$ cat src/hw/rtl/fgn_pkg.sv
// Shared types, constants and the gradient helper function for the fractal gradient noise block.
package fgn_pkg;

	localparam int FRAC_BITS   = 16;
	localparam int MAX_OCTAVES = 8;
	localparam int OCT_W       = $clog2(MAX_OCTAVES);
	localparam int STEP_W      = 6;

	// register indexes on the configuration port
	localparam logic [1:0] REG_OCTAVE_COUNT     = 2'd0;
	localparam logic [1:0] REG_PERSISTENCE_GAIN = 2'd1;
	localparam logic [1:0] REG_BASE_AMPLITUDE   = 2'd2;
	localparam logic [1:0] REG_BASE_FREQUENCY   = 2'd3;

	localparam logic [3:0]  RST_OCTAVE_COUNT     = 4'd4;
	localparam logic [16:0] RST_PERSISTENCE_GAIN = 17'd32768;
	localparam logic [23:0] RST_BASE_AMPLITUDE   = 24'd65536;
	localparam logic [23:0] RST_BASE_FREQUENCY   = 24'd65536;

	// last step (or, for the fade phase, last axis) of each multi-step sequencer phase
	localparam logic [STEP_W-1:0] SCALE_LAST = 6'd2;
	localparam logic [STEP_W-1:0] FADE_LAST  = 6'd4;
	localparam logic [1:0]        AXIS_LAST  = 2'd2;
	localparam logic [STEP_W-1:0] HASH_LAST  = 6'd14;
	localparam logic [STEP_W-1:0] LERP_LAST  = 6'd6;
	localparam logic [STEP_W-1:0] DIV_LAST   = 6'd47;

	typedef enum logic [3:0] {
		OP_NONE,
		OP_LOAD,
		OP_TWRITE,
		OP_SCALE,
		OP_SPLIT,
		OP_FADE,
		OP_HASH,
		OP_GRAD,
		OP_LDIFF,
		OP_LMUL,
		OP_ACC,
		OP_AMP,
		OP_DINIT,
		OP_DSTEP,
		OP_DDONE,
		OP_OUT
	} op_t;

	typedef struct packed {
		op_t               op;
		logic [STEP_W-1:0] arg;
		logic [OCT_W-1:0]  oct;
	} cmd_t;

	typedef struct packed {
		logic out_busy;
	} status_t;

	typedef struct packed {
		logic [3:0]  octave_count;
		logic [16:0] persistence_gain;
		logic [23:0] base_amplitude;
		logic [23:0] base_frequency;
	} cfg_t;

	// improved noise gradient: picks two of x/y/z by hash and adds with signs
	function automatic logic signed [18:0] grad(input logic [3:0] h,
			input logic signed [17:0] x, input logic signed [17:0] y,
			input logic signed [17:0] z);
		logic signed [18:0] u;
		logic signed [18:0] v;
		u = (h < 4'd8) ? 19'(x) : 19'(y);
		if (h < 4'd4) begin
			v = 19'(y);
		end else if (h == 4'd12 || h == 4'd14) begin
			v = 19'(x);
		end else begin
			v = 19'(z);
		end
		if (h[0]) u = -u;
		if (h[1]) v = -v;
		return u + v;
	endfunction

endpackage

$ cat src/hw/rtl/fgn_ctrl.sv
// Sequencer that issues table writes and steps the datapath through scaling, octaves, the final divide and output.
module fgn_ctrl (
	input  logic                     clk,
	input  logic                     arst_n,
	input  logic                     in_valid,
	input  logic                     in_operation,
	output logic                     in_ready,
	input  logic [fgn_pkg::OCT_W-1:0] oct_last,
	input  fgn_pkg::status_t         status,
	output fgn_pkg::cmd_t            cmd
);
	import fgn_pkg::*;

	typedef enum logic [3:0] {
		S_IDLE, S_SCALE, S_SPLIT, S_FADE, S_HASH, S_GRAD, S_LDIFF, S_LMUL,
		S_ACC, S_AMP, S_DINIT, S_DSTEP, S_DDONE, S_FINISH
	} state_t;

	state_t            state_q;
	logic [STEP_W-1:0] step_q;
	logic [1:0]        axis_q;
	logic [OCT_W-1:0]  oct_q;

	assign in_ready = (state_q == S_IDLE);

	always_comb begin
		cmd.op  = OP_NONE;
		cmd.arg = step_q;
		cmd.oct = oct_q;
		case (state_q)
			S_IDLE: begin
				if (in_valid) cmd.op = in_operation ? OP_TWRITE : OP_LOAD;
			end
			S_SCALE:  cmd.op = OP_SCALE;
			S_SPLIT:  cmd.op = OP_SPLIT;
			S_FADE: begin
				cmd.op  = OP_FADE;
				cmd.arg = {1'b0, axis_q, step_q[2:0]};
			end
			S_HASH:   cmd.op = OP_HASH;
			S_GRAD:   cmd.op = OP_GRAD;
			S_LDIFF:  cmd.op = OP_LDIFF;
			S_LMUL:   cmd.op = OP_LMUL;
			S_ACC:    cmd.op = OP_ACC;
			S_AMP:    cmd.op = OP_AMP;
			S_DINIT:  cmd.op = OP_DINIT;
			S_DSTEP:  cmd.op = OP_DSTEP;
			S_DDONE:  cmd.op = OP_DDONE;
			S_FINISH: begin
				if (!status.out_busy) cmd.op = OP_OUT;
			end
			default:  cmd.op = OP_NONE;
		endcase
	end

	always_ff @(posedge clk or negedge arst_n) begin
		if (!arst_n) begin
			state_q <= S_IDLE;
			step_q  <= '0;
			axis_q  <= '0;
			oct_q   <= '0;
		end else begin
			case (state_q)
				S_IDLE: begin
					step_q <= '0;
					axis_q <= '0;
					oct_q  <= '0;
					if (in_valid && !in_operation) state_q <= S_SCALE;
				end
				S_SCALE: begin
					if (step_q == SCALE_LAST) begin
						step_q  <= '0;
						state_q <= S_SPLIT;
					end else begin
						step_q <= step_q + 1'b1;
					end
				end
				S_SPLIT: begin
					step_q  <= '0;
					axis_q  <= '0;
					state_q <= S_FADE;
				end
				S_FADE: begin
					if (step_q == FADE_LAST) begin
						step_q <= '0;
						if (axis_q == AXIS_LAST) begin
							state_q <= S_HASH;
						end else begin
							axis_q <= axis_q + 1'b1;
						end
					end else begin
						step_q <= step_q + 1'b1;
					end
				end
				S_HASH: begin
					if (step_q == HASH_LAST) begin
						step_q  <= '0;
						state_q <= S_GRAD;
					end else begin
						step_q <= step_q + 1'b1;
					end
				end
				S_GRAD:  state_q <= S_LDIFF;
				S_LDIFF: state_q <= S_LMUL;
				S_LMUL: begin
					if (step_q == LERP_LAST) begin
						step_q  <= '0;
						state_q <= S_ACC;
					end else begin
						step_q  <= step_q + 1'b1;
						state_q <= S_LDIFF;
					end
				end
				S_ACC: state_q <= S_AMP;
				S_AMP: begin
					if (oct_q == oct_last) begin
						state_q <= S_DINIT;
					end else begin
						oct_q   <= oct_q + 1'b1;
						state_q <= S_SPLIT;
					end
				end
				S_DINIT: begin
					step_q  <= '0;
					state_q <= S_DSTEP;
				end
				S_DSTEP: begin
					if (step_q == DIV_LAST) begin
						step_q  <= '0;
						state_q <= S_DDONE;
					end else begin
						step_q <= step_q + 1'b1;
					end
				end
				S_DDONE: state_q <= S_FINISH;
				S_FINISH: begin
					if (!status.out_busy) state_q <= S_IDLE;
				end
				default: state_q <= S_IDLE;
			endcase
		end
	end

endmodule

$ cat config.mk
export PLATFORM = sky130hd
export DESIGN_NAME = fgn_ctrl
export DESIGN_NICKNAME = d
export VERILOG_FILES = /design/src/hw/rtl/fgn_pkg.sv /design/src/hw/rtl/fgn_ctrl.sv
export SDC_FILE = /design/constraint.sdc
export NUM_CORES = 1
export LEC_CHECK = 0
export ABC_AREA = 1
export BUFFER_PORTS_ARGS = -buffer_cell sky130_fd_sc_hd__buf_2
export CAP_MARGIN = 20
export CORE_AREA = 2 2 57 65
export CTS_CLUSTER_SIZE = 14
export DETAILED_ROUTE_END_ITERATION = 6
export DIE_AREA = 0 0 59 67
export SETUP_SLACK_MARGIN = 0.3
export SYNTH_ARGS = -nofsm -noshare
export SYNTH_HDL_FRONTEND = slang
export SYNTH_SLANG_ARGS = --single-unit
export TNS_END_PERCENT = 5
$ cat constraint.sdc
create_clock -name clk -period 2.2 [get_ports clk]
set_clock_uncertainty 0.2 [all_clocks]
set_input_delay 0.11 -clock clk [delete_from_list [all_inputs] [get_ports clk]]
set_output_delay 0.11 -clock clk [all_outputs]
set_load 0.01 [all_outputs]
==> results.ini, run 1 <==
[worst_hold_path]
hp-class = input port to async pin

[yosys]
synth_seq_cells = 15
synth-simple-area-share_pct = 37.54
synth_top_family_by_area = simple AND/OR/NAND/NOR gates
ys_warn_count = 0
ys_seq_area_share_pct = 29.56
avgSynthCellArea_sq_um = 6.447
synthAdderAreaFrac_pct = 4.926
synthXorXnorAreaFrac_pct = 2.069
syn_inst = 197
muxShareOfSynthArea_pct = 0
synth-compound-area-share_pct = 13.99
syn_area_sq_um = 1270
synth.distinct_cells = 27
synth_nets = 210

[sta]
drv_slew = 0
post-route-min-period_ns = 1.891
worstMarginPinSlew_ns = 0.3831
hold_violations = 0
tns_ns = 0
setup_violations = 0
fmaxAchievable_ghz = 0.5287
rsz0062_at_grt = yes
fin_crit_sh_pct = 85.97
slew_headroom_pct = 74.46

[cts]
clock_path_buffers = 2
cts-htree-levels = 1
cts_made_buffers = 3
ctsRootBufferMaster = clkbuf_4
clk_latency_ns = 0.30
path_clk_slew_ns = 0.10
cts_tree = done
numClockSinks = 15

[power]
leakage_uw = 0.0009002
powerDensity_nw_per_um2 = 1302
ir_worst_vdd_v = 0.0004699
power_uw = 2223

[cells_and_area]
mostFrequentLayoutCells = 52 x nand2_1, 21 x buf_2, 18 x inv_1
diodes = 0
final_common_cell = nand2_1
drive_gt1_share_pct = 36.86
final_nets = 250
area_delta_synth_final_pct = 34.48
final_area_sq_um = 1708

[routing]
ant_nets = 0
drc = 0
viasPerCell = 5.265
dr.pass1.iters = 4
wl_mm = 3.589
wl_per_cell_microns = 13.19
vias = 1432
drt_iter0_drc = 71

[floorplanning]
io_pins = 22
core_area_sq_um = 3248
die-area_sq_um = 3953
dieHeight_microns = 67
rows = 22
die_w_microns = 59
start_util_pct = 39.10

[global_routing]
grt_use_total_pct = 17.84
antenna_found_initial = 0
grt_max_degree = 16
grt_pass1_wl_mm = 5.333
grt_pass1_vias = 1237
grt_overflow = 0

[critical_path]
path_buf_inv = 2
cp-end-kind = output port
start_kind = flop
path_max_fanout = 5
required_ns = 1.89
path_class = flop to output port
worstPathArrival_ns = 1.58
crit_chain = inv_4 > nand2_4 > nor2_4 > a31oi_1 > o2111ai_1 > buf_2
cpLargestDelayFamily = flip-flops
crit_path_top_delay_cell = dfrtp_2
slowest_delay_ns = 0.51

[place]
gp_congestion = 0.7853
place_area_sq_um = 1385
dp_hpwl_mm = 2.244
numPortBuffers = 21

[run_status]
status = completed

[flow_run]
cap_violations = 0

## timing repair
action / 4_1_cts / 5_1_grt
setup buffers: 10 / 8
endpoints found under the setup margin: 5 / 13
pin swaps: 4 / 10
endpoints found under the hold margin: 15 / 0
hold buffers: 1 / 0
cloned: 0 / 0
resized for setup: 12 / 30
## state kept, by name, summed over array words and instances (netlist names)
| name | count |
|---|---|
| step_q | 6 |
| state_q | 4 |
| oct_q | 3 |
| axis_q | 2 |
## synth_stat cells
cell | instances | share of area [%]
nand3_2 | 1 | 0.79
nor2_2 | 3 | 1.5
inv_2 | 11 | 3.3
buf_2 | 1 | 0.39
nand2_4 | 1 | 0.89
o211ai_1 | 3 | 1.8
nand3_1 | 13 | 5.1
ha_1 | 5 | 4.9
nor2_1 | 17 | 5.0
dfrtp_1 | 15 | 30
inv_1 | 20 | 5.9
o21bai_2 | 1 | 0.89
a31oi_1 | 3 | 1.5
o21ai_1 | 6 | 2.4
a32oi_1 | 1 | 0.69
nand4_1 | 3 | 1.5
a21oi_1 | 8 | 3.2
nor3_1 | 2 | 0.79
nand2_1 | 61 | 18
buf_4 | 4 | 2.4
nor2_4 | 1 | 0.89
nand3b_1 | 1 | 0.59
o31ai_1 | 1 | 0.59
o21ai_0 | 6 | 2.4
nand2_2 | 5 | 2.5
xnor2_1 | 3 | 2.1
o2111ai_1 | 1 | 0.69
## metrics by stage
| step | std cells | hold slack [ns] | utilization [%] | worst slack (ns) |
|---|---|---|---|---|
| after detailed placement | 249 | -0.1525 | 42.64 | 0.3899 |
| final | 272 | 0.04697 | 52.58 | 0.3086 |
| after global placement | 249 | -0.1498 | 42.64 | 0.3895 |
| after global routing | 272 | 0.05964 | 52.58 | 0.2526 |
| after floorplan | 197 | -0.3856 | - | 0.5965 |
| after CTS | 264 | 0.04012 | 47.15 | 0.3012 |
## area by class of cell
class                      count  area [sq um]
fill                         313          1540
multi-input combinational    146         870.8
sequential                    15         380.4
timing repair buffer          40         257.7
inverter                      31         126.4
tap                           36         45.04
clock buffer                   3         22.52
clock inverter                 1         5.005
## worst reg2reg max path: cells and delay by family, from the launching register on
kind | cells | cell delay, ns
flops | 1 | 0.51
buf+inv | 4 | 0.37
simple gates | 7 | 0.67
## cells by family (layout without fill, tap and decap cells)
| kind of cell | Yosys count | after routing |
|---|---|---|
| adder cells (fa/ha/maj) | 5 | 5 |
| buffers and inverters | 36 | 75 |
| AND/OR/NAND/NOR | 108 | 108 |
| XOR/XNOR | 3 | 3 |
| AO/OA/AOI/OAI | 30 | 30 |
| flip-flops | 15 | 15 |
## power breakdown
part,switching (uW),internal [uW]
clock network,107,67.9
logic,952,620
registers,119,358
total,1180,1050
## routing by layer
metal  track usage [%]  vias up  wire (microns)
met2             28.47       50            1745
met4             9.943        0             114
li1                  -      706               -
met5                 0        -               0
met1             23.06      663            1562
met3             1.942       13             168
## final timing paths
path	from	end	slack, ns	cells past startpoint
hold / removal	arst_n	oct_q[2]$_DFFE_PN0P_	0.05	2
hold reg to reg	axis_q[1]$_DFFE_PN0P_	axis_q[1]$_DFFE_PN0P_	0.34	2
setup / recovery	state_q[3]$_DFFE_PN0P_	cmd[9]	0.31	6
min in group clk	oct_last[2]	state_q[3]$_DFFE_PN0P_	0.06	6
max in group asynchronous	arst_n	state_q[1]$_DFFE_PN0P_	1.46	2
setup reg to reg	state_q[3]$_DFFE_PN0P_	state_q[3]$_DFFE_PN0P_	0.36	11
(Power assumes the default switching activity.)
==> run 2: changes to the inputs <==
CTS_BUF_LIST = sky130_fd_sc_hd__clkbuf_16   (was unset)
==> results.ini, run 2 (synthesis gave the netlist of run 1 again) <==
[global_routing]
grt_pass1_vias = 1174  ; -5.1%
antenna_found_initial = 0  ; unchanged
grt_use_total_pct = 15.96  ; -1.9 points
grt_pass1_wl_mm = 4.905  ; -8.0%
grt_max_degree = 16  ; unchanged
grt_overflow = 0  ; unchanged

[run_status]
status = completed

[routing]
dr.pass1.iters = 4  ; unchanged
wl_mm = 2.951  ; -18%
drc = 0  ; unchanged
ant_nets = 0  ; unchanged
drt_iter0_drc = 51  ; -28%
vias = 1278  ; -11%
wl_per_cell_microns = 11.57  ; -12%
viasPerCell = 5.012  ; -4.8%

[critical_path]
cp-endpoint = cmd[12]
r2r-end = state_q[1]$_DFFE_PN0P_
required_ns = 1.89  ; about the same
path_class = flop to output port
timing.reg2reg.setup_slack_ns = 0.43  ; +0.07 ns
reg2reg_depth = 11  ; unchanged
timing.rr.start = step_q[0]$_DFFE_PN0P_
worstPathArrival_ns = 1.55  ; -0.03 ns
cp-startpoint = state_q[3]$_DFFE_PN0P_
path_max_fanout = 8  ; +3
start_kind = flop
cp-end-kind = output port

[place]
dp_hpwl_mm = 2.244  ; unchanged
gp_congestion = 0.7853  ; unchanged
place_area_sq_um = 1385  ; unchanged
numPortBuffers = 21  ; unchanged
dp.cells = 249  ; unchanged

[cts]
cts_tree = done
clock_path_buffers = 2  ; unchanged
path_clk_slew_ns = 0.05  ; -0.05 ns
clk_latency_ns = 0.24  ; -0.06 ns
ctsRootBufferMaster = clkbuf_16
cts-htree-levels = 1  ; unchanged
numClockSinks = 15  ; unchanged
cts_made_buffers = 3  ; unchanged

[sta]
hold_violations = 0  ; unchanged
slew_headroom_pct = 75.18  ; +0.72 points
post-route-min-period_ns = 1.860  ; -0.03092 ns
fmaxAchievable_ghz = 0.5375  ; +1.7%
drv_slew = 0  ; unchanged
setup_violations = 0  ; unchanged
worstMarginPinSlew_ns = 0.3723  ; -0.01073 ns
rsz0062_at_grt = yes
tns_ns = 0  ; unchanged
fin_crit_sh_pct = 84.57  ; -1.4 points

[flow_run]
cap_violations = 0  ; unchanged

[power]
powerDensity_nw_per_um2 = 1349  ; +3.6%
leakage_uw = 0.0008036  ; -11%
ir_worst_vdd_v = 0.0004246  ; -9.6%
power_uw = 2051  ; -7.8%

[floorplanning]
die_w_microns = 59  ; unchanged
io_pins = 22  ; unchanged
rows = 22  ; unchanged
start_util_pct = 39.10  ; unchanged
core_area_sq_um = 3248  ; unchanged
die-area_sq_um = 3953  ; unchanged
dieHeight_microns = 67  ; unchanged

[worst_hold_path]
hp-class = input port to async pin

[cells_and_area]
final_nets = 233  ; -6.8%
diodes = 0  ; unchanged
largest_reg_flops = 6  ; unchanged
final_cells = 255  ; -6.3%
regMostFlops = step_q
top_regs = step_q x6, state_q x4, oct_q x3
drive_gt1_share_pct = 25.57  ; -11 points
area_delta_synth_final_pct = 19.70
utilization_pct = 46.80  ; -5.8 points
final_area_sq_um = 1520  ; -11%
final_common_cell = nand2_1
mostFrequentLayoutCells = 60 x nand2_1, 21 x buf_2, 20 x inv_1

==> run 2: cell types whose count changed in the layout (fill, tap and decap cells not counted), sizes merged <==
| cell | change |
|---|---|
| buf | -17 |
==> run 2: how the worst min path moves through the flow <==
stage / depth (start not counted) / to / slack, ns
5_1_grt: 2 / oct_q[2]$_DFFE_PN0P_ / 0.15
3_3_place_gp: 1 / state_q[0]$_DFFE_PN0P_ / -0.15
6_report: 2 / state_q[0]$_DFFE_PN0P_ / 0.11
4_1_cts: 2 / oct_q[2]$_DFFE_PN0P_ / 0.12
2_1_floorplan: 0 / axis_q[0]$_DFFE_PN0P_ / -0.39
3_5_place_dp: 1 / state_q[0]$_DFFE_PN0P_ / -0.15
==> run 2: worst max-delay path, stage by stage, from the launching register on <==
cell      delay (ns)
dfrtp_2         0.46
nand2_1         0.14
nor2_1          0.08
nand2_1         0.08
nand2_1         0.07
a31oi_1         0.20
o211ai_1        0.12
buf_2           0.15
==> run 2: cell type report <==
type | instances | area [sq um]
timing repair buffer | 23 | 122.6
fill | 347 | 1728
sequential | 15 | 380.4
clock inverter | 1 | 5.005
multi-input combinational | 146 | 773.2
clock buffer | 3 | 75.07
tap | 36 | 45.04
inverter | 31 | 118.9
==> run 2: power by group <==
part | switching [uW] | internal (uW)
logic | 792 | 432
registers | 108 | 359
clock network | 116 | 243
==> run 2: routing by layer <==
layer  part of all wire, %  up-vias  global-route usage, %
met1                    48      578                  21.06
met5                     0        -                      0
met3                   2.2        4                  2.136
met2                    49       19                  25.14
met4                  0.91        0                  7.955
li1                      -      677                      -
==> run 2: timing repair <==
| item | in CTS | in global routing |
|---|---|---|
| resized for setup | 5 | 7 |
| buffers inserted | 1 | 0 |
| hold buffers | 1 | 0 |
| endpoints found under the hold margin | 15 | 0 |
| endpoints found under the setup margin | 2 | 9 |
==> run 2: per-stage QoR <==
step                      setup slack, ns  hold WS, ns
after floorplan                    0.5965      -0.3856
after global placement             0.3895      -0.1498
after detailed placement           0.3899      -0.1525
after CTS                          0.3030       0.1206
after global routing               0.2716       0.1486
final                              0.3395       0.1138
==> run 3: changes to the inputs <==
ABC_AREA = 0   (was 1)
CORE_AREA = 2 2 59 66   (was 2 2 57 65)
DIE_AREA = 0 0 61 68   (was 0 0 59 67)
clock period = 1.7 ns   (was 2.2 ns; I/O delays follow)
==> results.ini, run 3 <==
[yosys]
synth_edf_count = 0  ; unchanged
yosysMostFrequentCell = dfrtp_1
syn_inst = 157  ; -20%
async_flop_share_pct = 100.0  ; unchanged
synth.distinct_cells = 60  ; +120%
synthTopCellsByArea = dfrtp_1 28%, ha_1 4.7%, nand3_1 4.1%
synth_top_area_cell = dfrtp_1
synth_ff_type = dfrtp_1
ys_seq_area_share_pct = 28.01  ; -1.5 points
synth_nets = 170  ; -19%
ys_top_cells_by_count = 15 x dfrtp_1, 12 x nor2_1, 11 x nand2_1, 11 x nand3_1
synth_top_area_share_pct = 28.01  ; -1.5 points
ys_warn_count = 0  ; unchanged
avgSynthCellArea_sq_um = 8.535  ; +32%
syn_area_sq_um = 1340  ; +5.5%
synth_seq_cells = 15  ; unchanged

[critical_path]
timing.reg2reg.setup_slack_ns = -0.31  ; -0.74 ns
start_kind = flop
required_ns = 1.64  ; -0.25 ns
timing.rr.start = step_q[0]$_DFFE_PN0P_
crit_path_top_delay_cell = dfrtp_1
path_buf_inv = 1  ; unchanged
cpLargestDelayFamily = simple AND/OR/NAND/NOR gates
slowest_delay_ns = 0.40  ; -0.06 ns
path_class = flop to flop
cp-end-kind = flop
worstPathArrival_ns = 1.94  ; +0.39 ns
r2r-end = state_q[0]$_DFFE_PN0P_
path_max_fanout = 5  ; -3
crit_chain = inv_2 > ha_4 > nor3b_4 > a311o_1 > and3_4 > nand3_2 > mux2_4
reg2reg_depth = 7  ; -4

[floorplanning]
core_area_sq_um = 3540  ; +9.0%
start_util_pct = 37.86  ; -1.2 points
rows = 23  ; +4.5%
die-area_sq_um = 4148  ; +4.9%
die_w_microns = 61  ; +3.4%
dieHeight_microns = 68  ; +1.5%
io_pins = 22  ; unchanged

[routing]
viasPerCell = 5.243  ; +4.6%
drt_iter0_drc = 54  ; +5.9%
wl_per_cell_microns = 14.00  ; +21%
wl_mm = 3.809  ; +29%
drc = 0  ; unchanged
vias = 1426  ; +12%
ant_nets = 0  ; unchanged
dr.pass1.iters = 4  ; unchanged

[cts]
path_clk_slew_ns = 0.05  ; about the same
clk_latency_ns = 0.25  ; about the same
ctsRootBufferMaster = clkbuf_16
cts_made_buffers = 3  ; unchanged
clock_path_buffers = 2  ; unchanged
numClockSinks = 15  ; unchanged
cts-htree-levels = 1  ; unchanged
cts_tree = done

[sta]
post-route-min-period_ns = 2.009
rsz0062_at_grt = yes
drv_slew = 0  ; unchanged
hold_violations = 0  ; unchanged
setup_violations = 16  ; +16
slew_headroom_pct = 73.91  ; -1.3 points
fmaxAchievable_ghz = 0.4977
fin_crit_sh_pct = 118.2
worstMarginPinSlew_ns = 0.3914  ; +0.01902 ns
tns_ns = -3.625  ; -3.625 ns
timing.final.ws_setup_ns = -0.3094  ; -0.6489 ns

[cells_and_area]
final_nets = 236  ; +1.3%
mostFrequentLayoutCells = 47 x buf_4, 21 x buf_2, 12 x dfrtp_1
top_regs = step_q x6, state_q x4, oct_q x3
drive_gt1_share_pct = 49.10  ; +24 points
area_delta_synth_final_pct = 50.51
largest_reg_flops = 6  ; unchanged
final_common_cell = buf_4
regMostFlops = step_q
diodes = 0  ; unchanged
final_area_sq_um = 2017  ; +33%

[place]
numPortBuffers = 21  ; unchanged
place_area_sq_um = 1795  ; +30%
gp_congestion = 0.8175  ; +4.1%
dp_hpwl_mm = 2.907  ; +30%

[flow_run]
cap_violations = 0  ; unchanged

[global_routing]
grt_max_degree = 17  ; +1
grt_pass1_wl_mm = 6.410  ; +31%
grt_pass1_vias = 1466  ; +25%
grt_use_total_pct = 20.61  ; +4.6 points
grt_overflow = 0  ; unchanged
antenna_found_initial = 0  ; unchanged

[run_status]
violations = negative setup slack
status = finished, violations left

[power]
power_uw = 3913  ; +91%
powerDensity_nw_per_um2 = 1940  ; +44%
ir_worst_vdd_v = 0.0009597  ; +130%
leakage_uw = 0.0009507  ; +18%

[worst_hold_path]
hp-class = input port to async pin

-- run 3: cells by family (layout without fill, tap and decap cells) --
family	after synthesis	count (layout)	share of synthesized area, %
DFF	15	15	28.01
xor gates and xnor gates	4	4	2.615
adders and majority gates	5	5	4.669
muxes	4	4	3.361
buffers and inverters	20	85	10.08
and+or+nand+nor	62	62	25.68
AOI/OAI and AO/OA	47	47	25.58
-- run 3: final cells by class --
cell class,instances,area [sq um]
fill,324,1523
multi-input combinational,122,952.2
timing repair buffer,73,513.0
sequential,15,379.1
clock buffer,3,75.07
tap,50,62.56
inverter,8,30.03
clock inverter,1,5.005
-- run 3: per-stage QoR --
step,instances,hold slack (ns),utilization (%),setup slack (ns)
2_1_floorplan,157,-0.4106,-,-0.2952
3_3_place_gp,265,-0.1740,50.72,-0.2956
3_5_place_dp,265,-0.1664,50.72,-0.3428
4_1_cts,272,0.1051,55.92,-0.2946
5_1_grt,272,0.1393,56.98,-0.4301
6_report,272,0.08687,56.98,-0.3094
-- run 3: power breakdown --
part	internal, uW	total (uW)	leakage [uW]	switching [uW]
logic	1460	2800	0.000718	1340
clock network	315	479	0.0000409	164
registers	491	631	0.000192	140
total	2270	3910	0.000951	1650
-- run 3: timing repair --
| action | CTS | global route |
|---|---|---|
| hold endpoints to repair | 15 | 0 |
| pin swaps | 8 | 1 |
| setup buffers | 2 | 0 |
| hold buffers | 1 | 0 |
| setup endpoints to repair | 23 | 24 |
| gates resized for setup | 15 | 11 |
-- run 3: metal layers --
layer	part of all wire (%)	global-route usage (%)
met5	0	0
met4	1.5	8.424
met3	2.7	2.457
met2	53	38.84
met1	42	22.86
-- run 3: worst max-delay path by stage --
stage / start / end / slack (ns) / cells after the start
after floorplan: state_q[0]$_DFFE_PN0P_ / state_q[2]$_DFFE_PN0P_ / -0.30 / 6
after global placement: state_q[0]$_DFFE_PN0P_ / step_q[2]$_DFFE_PN0P_ / -0.30 / 6
after detailed placement: step_q[0]$_DFFE_PN0P_ / step_q[2]$_DFFE_PN0P_ / -0.34 / 7
after CTS: step_q[0]$_DFFE_PN0P_ / state_q[0]$_DFFE_PN0P_ / -0.29 / 7
after global routing: step_q[0]$_DFFE_PN0P_ / step_q[5]$_DFFE_PN0P_ / -0.43 / 8
final: step_q[0]$_DFFE_PN0P_ / state_q[0]$_DFFE_PN0P_ / -0.31 / 7
